$ cat src/sv/sasb_pkg.sv
// Package for the scaled alpha sprite blitter: widths, constants and stage types.
package sasb_pkg;

   localparam int CanvasBits  = 10;           // canvas is 1024 x 1024
   localparam int TexelBits   = 18;           // 262144 sprite texels
   localparam int DivStages   = 5;            // two quotient bits per stage
   localparam int QuotBits    = 10;
   localparam int NumBits     = 21;
   localparam int DenBits     = 12;
   localparam logic [7:0]  AlphaMin   = 8'd3;
   localparam logic [7:0]  ChanMax    = 8'd255;
   localparam logic [15:0] Recip255   = 16'd32897;   // ceil(2^23 / 255)

   localparam logic REQ_LOAD  = 1'b0;
   localparam logic REQ_BLEND = 1'b1;

   localparam logic [2:0] CSR_SRC_WIDTH  = 3'd0;
   localparam logic [2:0] CSR_SRC_HEIGHT = 3'd1;
   localparam logic [2:0] CSR_DST_LEFT   = 3'd2;
   localparam logic [2:0] CSR_DST_TOP    = 3'd3;
   localparam logic [2:0] CSR_DST_WIDTH  = 3'd4;
   localparam logic [2:0] CSR_DST_HEIGHT = 3'd5;

   // Side data that rides along the pipeline with each request.
   typedef struct packed {
      logic                    valid;
      logic                    is_load;
      logic                    ok;
      logic [CanvasBits-1:0]   cx;
      logic [CanvasBits-1:0]   cy;
      logic [7:0]              red;
      logic [7:0]              green;
      logic [7:0]              blue;
      logic [TexelBits-1:0]    tidx;
      logic [31:0]             tcolor;
   } side_type;

endpackage

$ cat src/sv/sasb_div.sv
// Pipelined restoring divider: 10-bit quotient, two bits per stage.
module sasb_div (
   input  logic                          clock,
   input  logic                          enable,
   input  logic [sasb_pkg::NumBits-1:0]  num,
   input  logic [sasb_pkg::DenBits-1:0]  den,
   output logic [sasb_pkg::QuotBits-1:0] quot
);

   logic [sasb_pkg::NumBits-1:0]  rem_ff    [sasb_pkg::DivStages];
   logic [sasb_pkg::QuotBits-1:0] quot_ff   [sasb_pkg::DivStages];
   logic [sasb_pkg::NumBits-1:0]  rem_in    [sasb_pkg::DivStages];
   logic [sasb_pkg::QuotBits-1:0] quot_in   [sasb_pkg::DivStages];
   logic [sasb_pkg::NumBits-1:0]  rem_prev  [sasb_pkg::DivStages];
   logic [sasb_pkg::QuotBits-1:0] quot_prev [sasb_pkg::DivStages];

   for (genvar k = 0; k < sasb_pkg::DivStages; k++) begin : g_stage
      if (k == 0) begin : g_first
         assign rem_prev[k]  = num;
         assign quot_prev[k] = '0;
      end else begin : g_next
         assign rem_prev[k]  = rem_ff[k-1];
         assign quot_prev[k] = quot_ff[k-1];
      end

      always_comb begin
         logic [sasb_pkg::NumBits:0] r;
         logic [sasb_pkg::NumBits:0] t;
         logic [sasb_pkg::QuotBits-1:0] q;
         r = {1'b0, rem_prev[k]};
         q = quot_prev[k];
         for (int j = 0; j < 2; j++) begin
            t = {{(sasb_pkg::NumBits+1-sasb_pkg::DenBits){1'b0}}, den}
                << (sasb_pkg::QuotBits - 1 - 2*k - j);
            if (r >= t) begin
               r = r - t;
               q[sasb_pkg::QuotBits-1-2*k-j] = 1'b1;
            end
         end
         rem_in[k]  = r[sasb_pkg::NumBits-1:0];
         quot_in[k] = q;
      end

      always_ff @(posedge clock) begin
         if (enable) begin
            rem_ff[k]  <= rem_in[k];
            quot_ff[k] <= quot_in[k];
         end
      end
   end

   assign quot = quot_ff[sasb_pkg::DivStages-1];

endmodule

$ cat config.mk
export PLATFORM = sky130hd
export DESIGN_NAME = sasb_div
export DESIGN_NICKNAME = d
export VERILOG_FILES = /design/src/sv/sasb_pkg.sv /design/src/sv/sasb_div.sv
export SDC_FILE = /design/constraint.sdc
export NUM_CORES = 1
export LEC_CHECK = 0
export ABC_CLOCK_PERIOD_IN_PS = 14600
export BUFFER_PORTS_ARGS = -buffer_cell sky130_fd_sc_hd__buf_4
export CORE_MARGIN = 10
export CORE_UTILIZATION = 35
export CTS_BUF_LIST = sky130_fd_sc_hd__clkbuf_8
export CTS_CLUSTER_DIAMETER = 150
export DETAILED_ROUTE_END_ITERATION = 6
export PLACE_DENSITY = 0.62
export SYNTH_ARGS = -nofsm -noshare
export SYNTH_HDL_FRONTEND = slang
export SYNTH_SLANG_ARGS = --single-unit
$ cat constraint.sdc
create_clock -name clock -period 14.6 [get_ports clock]
set_input_delay 2.92 -clock clock [delete_from_list [all_inputs] [get_ports clock]]
set_output_delay 2.92 -clock clock [all_outputs]
set_load 0.01 [all_outputs]
==> summary.md, run 1 <==
| Metric | Value |
|---|---|
| Critical R2R Launch | rem_ff[0][53] |
| Status | finished clean |
| CP most frequent cell | buf_4 |
| Main flop type after synthesis | edfxtp_1 |
| TritonCTS buffer count | 17 |
| Post-CTS Resized | 0 |
| Post-synthesis sequential area ratio | 31.9% |
| Final HPWL DP | 21.2 mm |
| Cell Area, Synth | 10,700 um2 |
| Number of synthesized flops with an enable pin | 114 |
| Yosys Warn Count | 0 |
| Min-delay worst type | flip-flop to flip-flop |
| Slowest cell on crit path | nand3_1 |
| Net Sw Power | 1.20 mW |
| Count of cell types in the netlist | 84 |
| R2R Setup Slk | 8670 ps |
| Worst r2r path cells | 18 |
| Final setup violation count | 0 |
| Placement row count | 64 |
| DRT Wirelength | 27.9 mm |
| Relative slew slack | 30.6% |
| Design Power | 2.79 mW |
| Hold Path Depth | 0 |
| Worst-path fanout max | 19 |
| Synth Register Bits | 114 |
| Antenna violations before repair | 1 |
| IO Port Bufs | 44 |
| Die X | 195 um |
| IR drop worst, VDD | 0.0814 mV |
| First-pass GRT wire length | 45.0 mm |
| Worst Setup EP | rem_ff[0][32] |
| Hold slack final | 421 ps |
| First-pass DRT Iterations | 5 |
| Post-synth ARST share | 0% |
| Die Ht | 195 um |
| Critical Path Max Stage Delay | 610 ps |
| Routed length per placed instance | 17.5 um |
| Clock Path Buffers | 2 |
| H-tree levels | 4 |
| Hold Path Origin | quot_ff[0][9] |
| Worst Setup SP | den[1] |
| Tmin final | 8400 ps |
| Number of fill cells in the layout | 2,984 |
| Clk Latency, worst-skew pair | 440 ps |
| Crit path buf inv count | 4 |
| Die area | 38,000 um2 |
| Fmax | 119 MHz |
| Crit path cell chain | buf_4 -> inv_1 -> buf_4 -> ha_1 -> nor2b_1 -> o21ai_0 -> a21boi_0 -> o31a_1 -> a211oi_2 -> buf_4 -> mux2_2 -> ha_1 -> a21o_1 -> a21oi_1 -> o21bai_1 -> a21oi_1 -> o211a_1 -> nor3_1 -> a211oi_1 -> nand3_1 -> mux2_1 |
| Max Cap Viol | 0 |
| Combinational cell fraction of total power | 65.9% |
| Period utilisation layout | 57.5% |
| Reg2reg end | rem_ff[0][71] |
| Switching Fraction | 43.1% |
| Busiest grt layer | met2 |
| Placer congestion estimate | 0.933 |
| P_leak | 4.76 nW |
| Total Neg Setup Slack | 0 ps |
| Initial DRC count | 647 |
| DR vias/cell | 5.54 |
| Remaining Overflow, GRT | 0 |
| Cts-stage hold buffer count | 0 |
| Non-Filler Instances | 1,599 |
| Met3 Use GR | 2.77% |
| Pwr dens | 233 nW/um2 |
| Synthesis-to-layout area growth | 11.6% |
| GRT Total Usage | 14.5% |
| CTS tree | built |
| # diodes | 0 |
| Crit path required time | 14,770 ps |
| Dpl cells | 1,567 |
| Synth Instances | 1,137 |
| Core Footprint | 30,400 um2 |
| Pin count of the biggest net entering global routing | 77 |
| CP Data Arrival Time | 8570 ps |
| Mean post-synth cell area | 9.43 um2 |
| Syn_nets | 1,301 |
| Clock-pin slew on the worst setup and hold paths | 80 ps |
| Critical path depth | 21 |
| Postcts setup bufs | 0 |
| Num Clock Sinks | 114 |
| Sequential cell area | 3420 um2 |
| Hold Fails Final Rpt | 0 |
| Starting Density | 35.2% |
| Slew @ Worst Pin | 1010 ps |
| Root Driver | clkbuf_8 |
| Slew Viols, Final | 0 |
| Met1 global-route usage | 18.2% |
| Layout Skew | 15.4 ps |
| Worst path top cell family by delay | compound AO/OA/AOI/OAI gates |
| Int Pwr | 1.58 mW |
| Critical Path Source Type | input pin |
| Vias in the first global route | 8,704 |
| Routed Antenna Nets | 0 |
| Net count, final | 1,354 |
| Share of cells above drive strength 1 | 13.3% |
| Post-route DRC | 0 |
| Top Ports | 45 |
| Critical path class | input pin to flip-flop |
| Worst setup EP type | flip-flop |
| Unrepaired setup endpoints after global routing | false |
| Clk pwr share | 12.0% |
| Final Util | 39.3% |
| Seq pwr share | 22.1% |
| Met2 Usage GRT | 24.2% |
| Multi-input logic area | 6930 um2 |
| Vias | 8,854 |
## kinds of logic after synthesis
logic type               after synthesis  share of synthesized area [%]
AND/OR/NAND/NOR                      342                           16.4
flip-flops                           114                           31.9
buffers and inverters                 87                           3.44
XOR/XNOR                              83                           6.78
adder cells (fa/ha/maj)              129                           15.7
AO/OA/AOI/OAI                        325                           19.5
multiplexers                          57                           6.23
## worst min path at each step
stage | slack (ps) | end
after global routing | 420 | quot_ff[0][19]
after detailed placement | 410 | quot_ff[0][36]
after global placement | 400 | quot_ff[0][49]
final | 420 | quot_ff[0][19]
after CTS | 420 | quot_ff[0][19]
after floorplan | 400 | quot_ff[0][18]
## layout by cell type, fill, tap and decap left out, types with 15 or more instances in the layout
| cell type | n |
|---|---|
| nor3_1 | 27 |
| buf_4 | 57 |
| nor4_1 | 15 |
| inv_1 | 61 |
| a21o_1 | 37 |
| edfxtp_1 | 114 |
| nor2b_1 | 15 |
| nand2_1 | 72 |
| ha_1 | 120 |
| mux2_2 | 33 |
| nor2_1 | 94 |
| xnor2_1 | 55 |
| nand4_1 | 26 |
| clkbuf_8 | 17 |
| nand3_1 | 16 |
| o21ai_0 | 64 |
| a21oi_1 | 98 |
| xor2_1 | 28 |
| o21a_1 | 22 |
## synthesized netlist by cell type (10+ instances only)
| cell | count | share of area (%) |
|---|---|---|
| or2_2 | 13 | 0.76 |
| nor4_1 | 15 | 0.88 |
| o21a_1 | 22 | 1.5 |
| ha_1 | 120 | 14 |
| xor2_1 | 28 | 2.3 |
| or3_1 | 12 | 0.70 |
| mux2_2 | 33 | 3.5 |
| a31oi_1 | 13 | 0.76 |
| o21ai_0 | 64 | 3.0 |
| nor3_1 | 27 | 1.3 |
| nand3_1 | 16 | 0.75 |
| nand2_1 | 72 | 2.5 |
| a21o_1 | 37 | 2.6 |
| nor2b_1 | 15 | 0.88 |
| xnor2_1 | 55 | 4.5 |
| nand2b_1 | 12 | 0.70 |
| nand4_1 | 26 | 1.5 |
| nor2_1 | 94 | 3.3 |
| a21oi_1 | 98 | 4.6 |
| edfxtp_1 | 114 | 32 |
| inv_1 | 61 | 2.1 |
| o21bai_1 | 10 | 0.70 |
## metal layers
metal	vias up	part of all wire, %
met5	-	0
met4	0	2.6
met3	44	4.3
met2	218	48
met1	4177	45
li1	4415	-
## through the flow
step                      setup WS (ps)  area (um2)
after floorplan                    6240       10700
after global placement             5900       11500
after detailed placement           5830       11500
after CTS                          6300       12000
after global routing               5840       12000
final                              6200       12000
## power by group through the flow
stage	combinational (mW)	sequential [mW]	clock [mW]
detailed placement	1.81	0.620	0
CTS	1.82	0.614	0.342
global placement	1.79	0.620	0
floorplan	1.48	0.586	0
finish	1.84	0.615	0.334
global route	2.06	0.626	0.360
## flip-flops by register name, indices dropped and copies added, names as in the netlist
| name | cells |
|---|---|
| rem_ff | 84 |
| quot_ff | 30 |
## cell type report
cell class / count / area share, %
flip-flops and latches: 114 / 28.6
clock inverters: 15 / 1.75
well taps: 396 / 4.14
inverters: 64 / 2.03
repair buffers: 57 / 3.58
clock buffers: 17 / 1.96
multi-input cells: 936 / 57.9
Note: power is estimated with default switching activity, not from simulation.
==> inputs of run 2 (changes only) <==
--- a/config.mk
+++ b/config.mk
@@ -5,14 +5,14 @@
 export SDC_FILE = /design/constraint.sdc
 export NUM_CORES = 1
 export LEC_CHECK = 0
-export ABC_CLOCK_PERIOD_IN_PS = 14600
+export ABC_CLOCK_PERIOD_IN_PS = 7700
 export BUFFER_PORTS_ARGS = -buffer_cell sky130_fd_sc_hd__buf_4
 export CORE_MARGIN = 10
 export CORE_UTILIZATION = 35
 export CTS_BUF_LIST = sky130_fd_sc_hd__clkbuf_8
 export CTS_CLUSTER_DIAMETER = 150
 export DETAILED_ROUTE_END_ITERATION = 6
-export PLACE_DENSITY = 0.62
+export PLACE_DENSITY = 0.64
 export SYNTH_ARGS = -nofsm -noshare
 export SYNTH_HDL_FRONTEND = slang
 export SYNTH_SLANG_ARGS = --single-unit
==> constraint.sdc (replaced) <==
create_clock -name clock -period 7.7 [get_ports clock]
set_input_delay 1.54 -clock clock [delete_from_list [all_inputs] [get_ports clock]]
set_output_delay 1.54 -clock clock [all_outputs]
set_load 0.01 [all_outputs]
==> summary.md, run 2 (synthesis gave the netlist of run 1 again) <==
| Metric | Value |
|---|---|
| Clk Latency, worst-skew pair | 460 ps |
| Worst setup EP type | flip-flop |
| Clk pwr share | 11.7% |
| R2R Setup Slk | 1880 ps |
| Layout Skew | 16.5 ps |
| Core Footprint | 30,400 um2 |
| Post-route DRC | 0 |
| Num Clock Sinks | 114 |
| Slew @ Worst Pin | 811 ps |
| Combinational cell fraction of total power | 66.2% |
| Largest regs | rem_ff: 84 flops, quot_ff: 30 flops |
| Design Power | 5.28 mW |
| Root Driver | clkbuf_8 |
| Hold slack final | 417 ps |
| Critical R2R Launch | rem_ff[0][47] |
| P_leak | 4.82 nW |
| Reg2reg end | rem_ff[0][70] |
| # diodes | 0 |
| Status | finished clean |
| Largest reg by FF count | rem_ff |
| Tmin final | 6850 ps |
| Post-CTS Resized | 0 |
| Die area | 38,000 um2 |
| First-pass DRT Iterations | 5 |
| TritonCTS buffer count | 17 |
| Seq pwr share | 22.1% |
| Pin count of the biggest net entering global routing | 59 |
| Period utilisation layout | 89.0% |
| Net count, final | 1,370 |
| Number of fill cells in the layout | 3,045 |
| First-pass GRT wire length | 45.9 mm |
| Crit path required time | 7900 ps |
| Non-Filler Instances | 1,614 |
| Routed Antenna Nets | 0 |
| Worst Setup EP | rem_ff[0][70] |
| Synthesis-to-layout area growth | 12.5% |
| Cts-stage hold buffer count | 0 |
| Number of flip-flops under the largest register name | 84 |
| CTS tree | built |
| Critical Path Source Type | input pin |
| Final Util | 39.6% |
| Vias in the first global route | 8,690 |
| Antenna violations before repair | 0 |
| Worst Setup SP | den[7] |
| Net Sw Power | 2.26 mW |
| Critical path class | input pin to flip-flop |
| Share of cells above drive strength 1 | 14.3% |
| Routed length per placed instance | 18.0 um |
| Int Pwr | 3.02 mW |
| Final HPWL DP | 22.9 mm |
| DR vias/cell | 5.50 |
| Min-delay worst type | flip-flop to flip-flop |
| H-tree levels | 4 |
| Hold Fails Final Rpt | 0 |
| Dpl cells | 1,583 |
| Total Neg Setup Slack | 0 ps |
| Die X | 195 um |
| IR drop worst, VDD | 0.138 mV |
| Placement row count | 64 |
| Unrepaired setup endpoints after global routing | false |
| Max Cap Viol | 0 |
| DRT Wirelength | 29.1 mm |
| Postcts setup bufs | 0 |
| Clock Path Buffers | 2 |
| IO Port Bufs | 44 |
| Relative slew slack | 45.4% |
| CP Data Arrival Time | 7050 ps |
| Most frequent cells in the layout | ha_1 (120), edfxtp_1 (114), a21oi_1 (98), nor2_1 (94), buf_4 (73) |
| Vias | 8,876 |
| Switching Fraction | 42.8% |
| Top Ports | 45 |
| Slew Viols, Final | 0 |
| Die Ht | 195 um |
| Remaining Overflow, GRT | 0 |
| Clock-pin slew on the worst setup and hold paths | 80 ps |
| Initial DRC count | 600 |
| GRT Total Usage | 14.9% |
| Worst-path fanout max | 15 |
| Fmax | 146 MHz |
| Final setup violation count | 0 |
| Placer congestion estimate | 0.938 |
| Worst r2r path cells | 20 |
| Starting Density | 35.2% |
| Pwr dens | 437 nW/um2 |
| Most common cell after layout, fill and taps aside | ha_1 |
==> run 2: power groups by stage <==
stage          registers (mW)  clock network, mW  logic, mW
2_1_floorplan            1.11                  0       2.81
3_3_place_gp             1.18                  0       3.42
3_5_place_dp             1.18                  0       3.45
4_1_cts                  1.17              0.633       3.48
5_1_grt                  1.19              0.660       3.90
6_report                 1.17              0.617       3.49
==> run 2: worst min path at each step <==
stage              startpoint             end  slack [ps]  cells after the start
2_1_floorplan   quot_ff[0][8]  quot_ff[0][18]         400                      0
3_3_place_gp    quot_ff[0][9]  quot_ff[0][19]         400                      0
3_5_place_dp   quot_ff[0][29]  quot_ff[0][39]         410                      0
4_1_cts        quot_ff[0][29]  quot_ff[0][39]         420                      0
5_1_grt        quot_ff[0][29]  quot_ff[0][39]         420                      0
6_report       quot_ff[0][29]  quot_ff[0][39]         420                      0
==> run 2: final cells by class <==
class	count	area, um2	area share, %
clock inverter	14	189	1.57
sequential	114	3420	28.4
timing repair buffer	73	548	4.54
multi-input combinational	936	6930	57.5
clock buffer	17	234	1.94
tap	396	495	4.11
inverter	64	243	2.01
==> run 2: metrics by stage <==
stage          cell area, um2  setup WS, ps
6_report                12100           848
5_1_grt                 12100           500
4_1_cts                 12100           876
3_5_place_dp            11600           414
3_3_place_gp            11600           410
2_1_floorplan           10700           715
==> run 2: routing by layer <==
metal / global-route usage [%] / vias up / wire, um
met1: 17.9 / 4195 / 12700
met5: 0 / - / 0
met4: 6.19 / 0 / 932
met2: 26.2 / 191 / 14400
met3: 2.23 / 46 / 1020
li1: - / 4444 / -
==> run 2: critical path: stages <==
cell and delay [ps]:
buf_4 110, inv_1 160, buf_4 180, ha_1 340, a41oi_1 210, o221ai_1 170, or3_1 380, a21oi_1 390
nand2b_1 420, inv_1 250, nand2_1 110, nand2_1 60, ha_1 350, a21o_1 210, a21oi_1 250, o21ai_0 130
a221oi_1 540, a21o_1 230, o211a_4 190, nand3_4 90, nor2b_4 240, inv_4 150, mux2_1 340
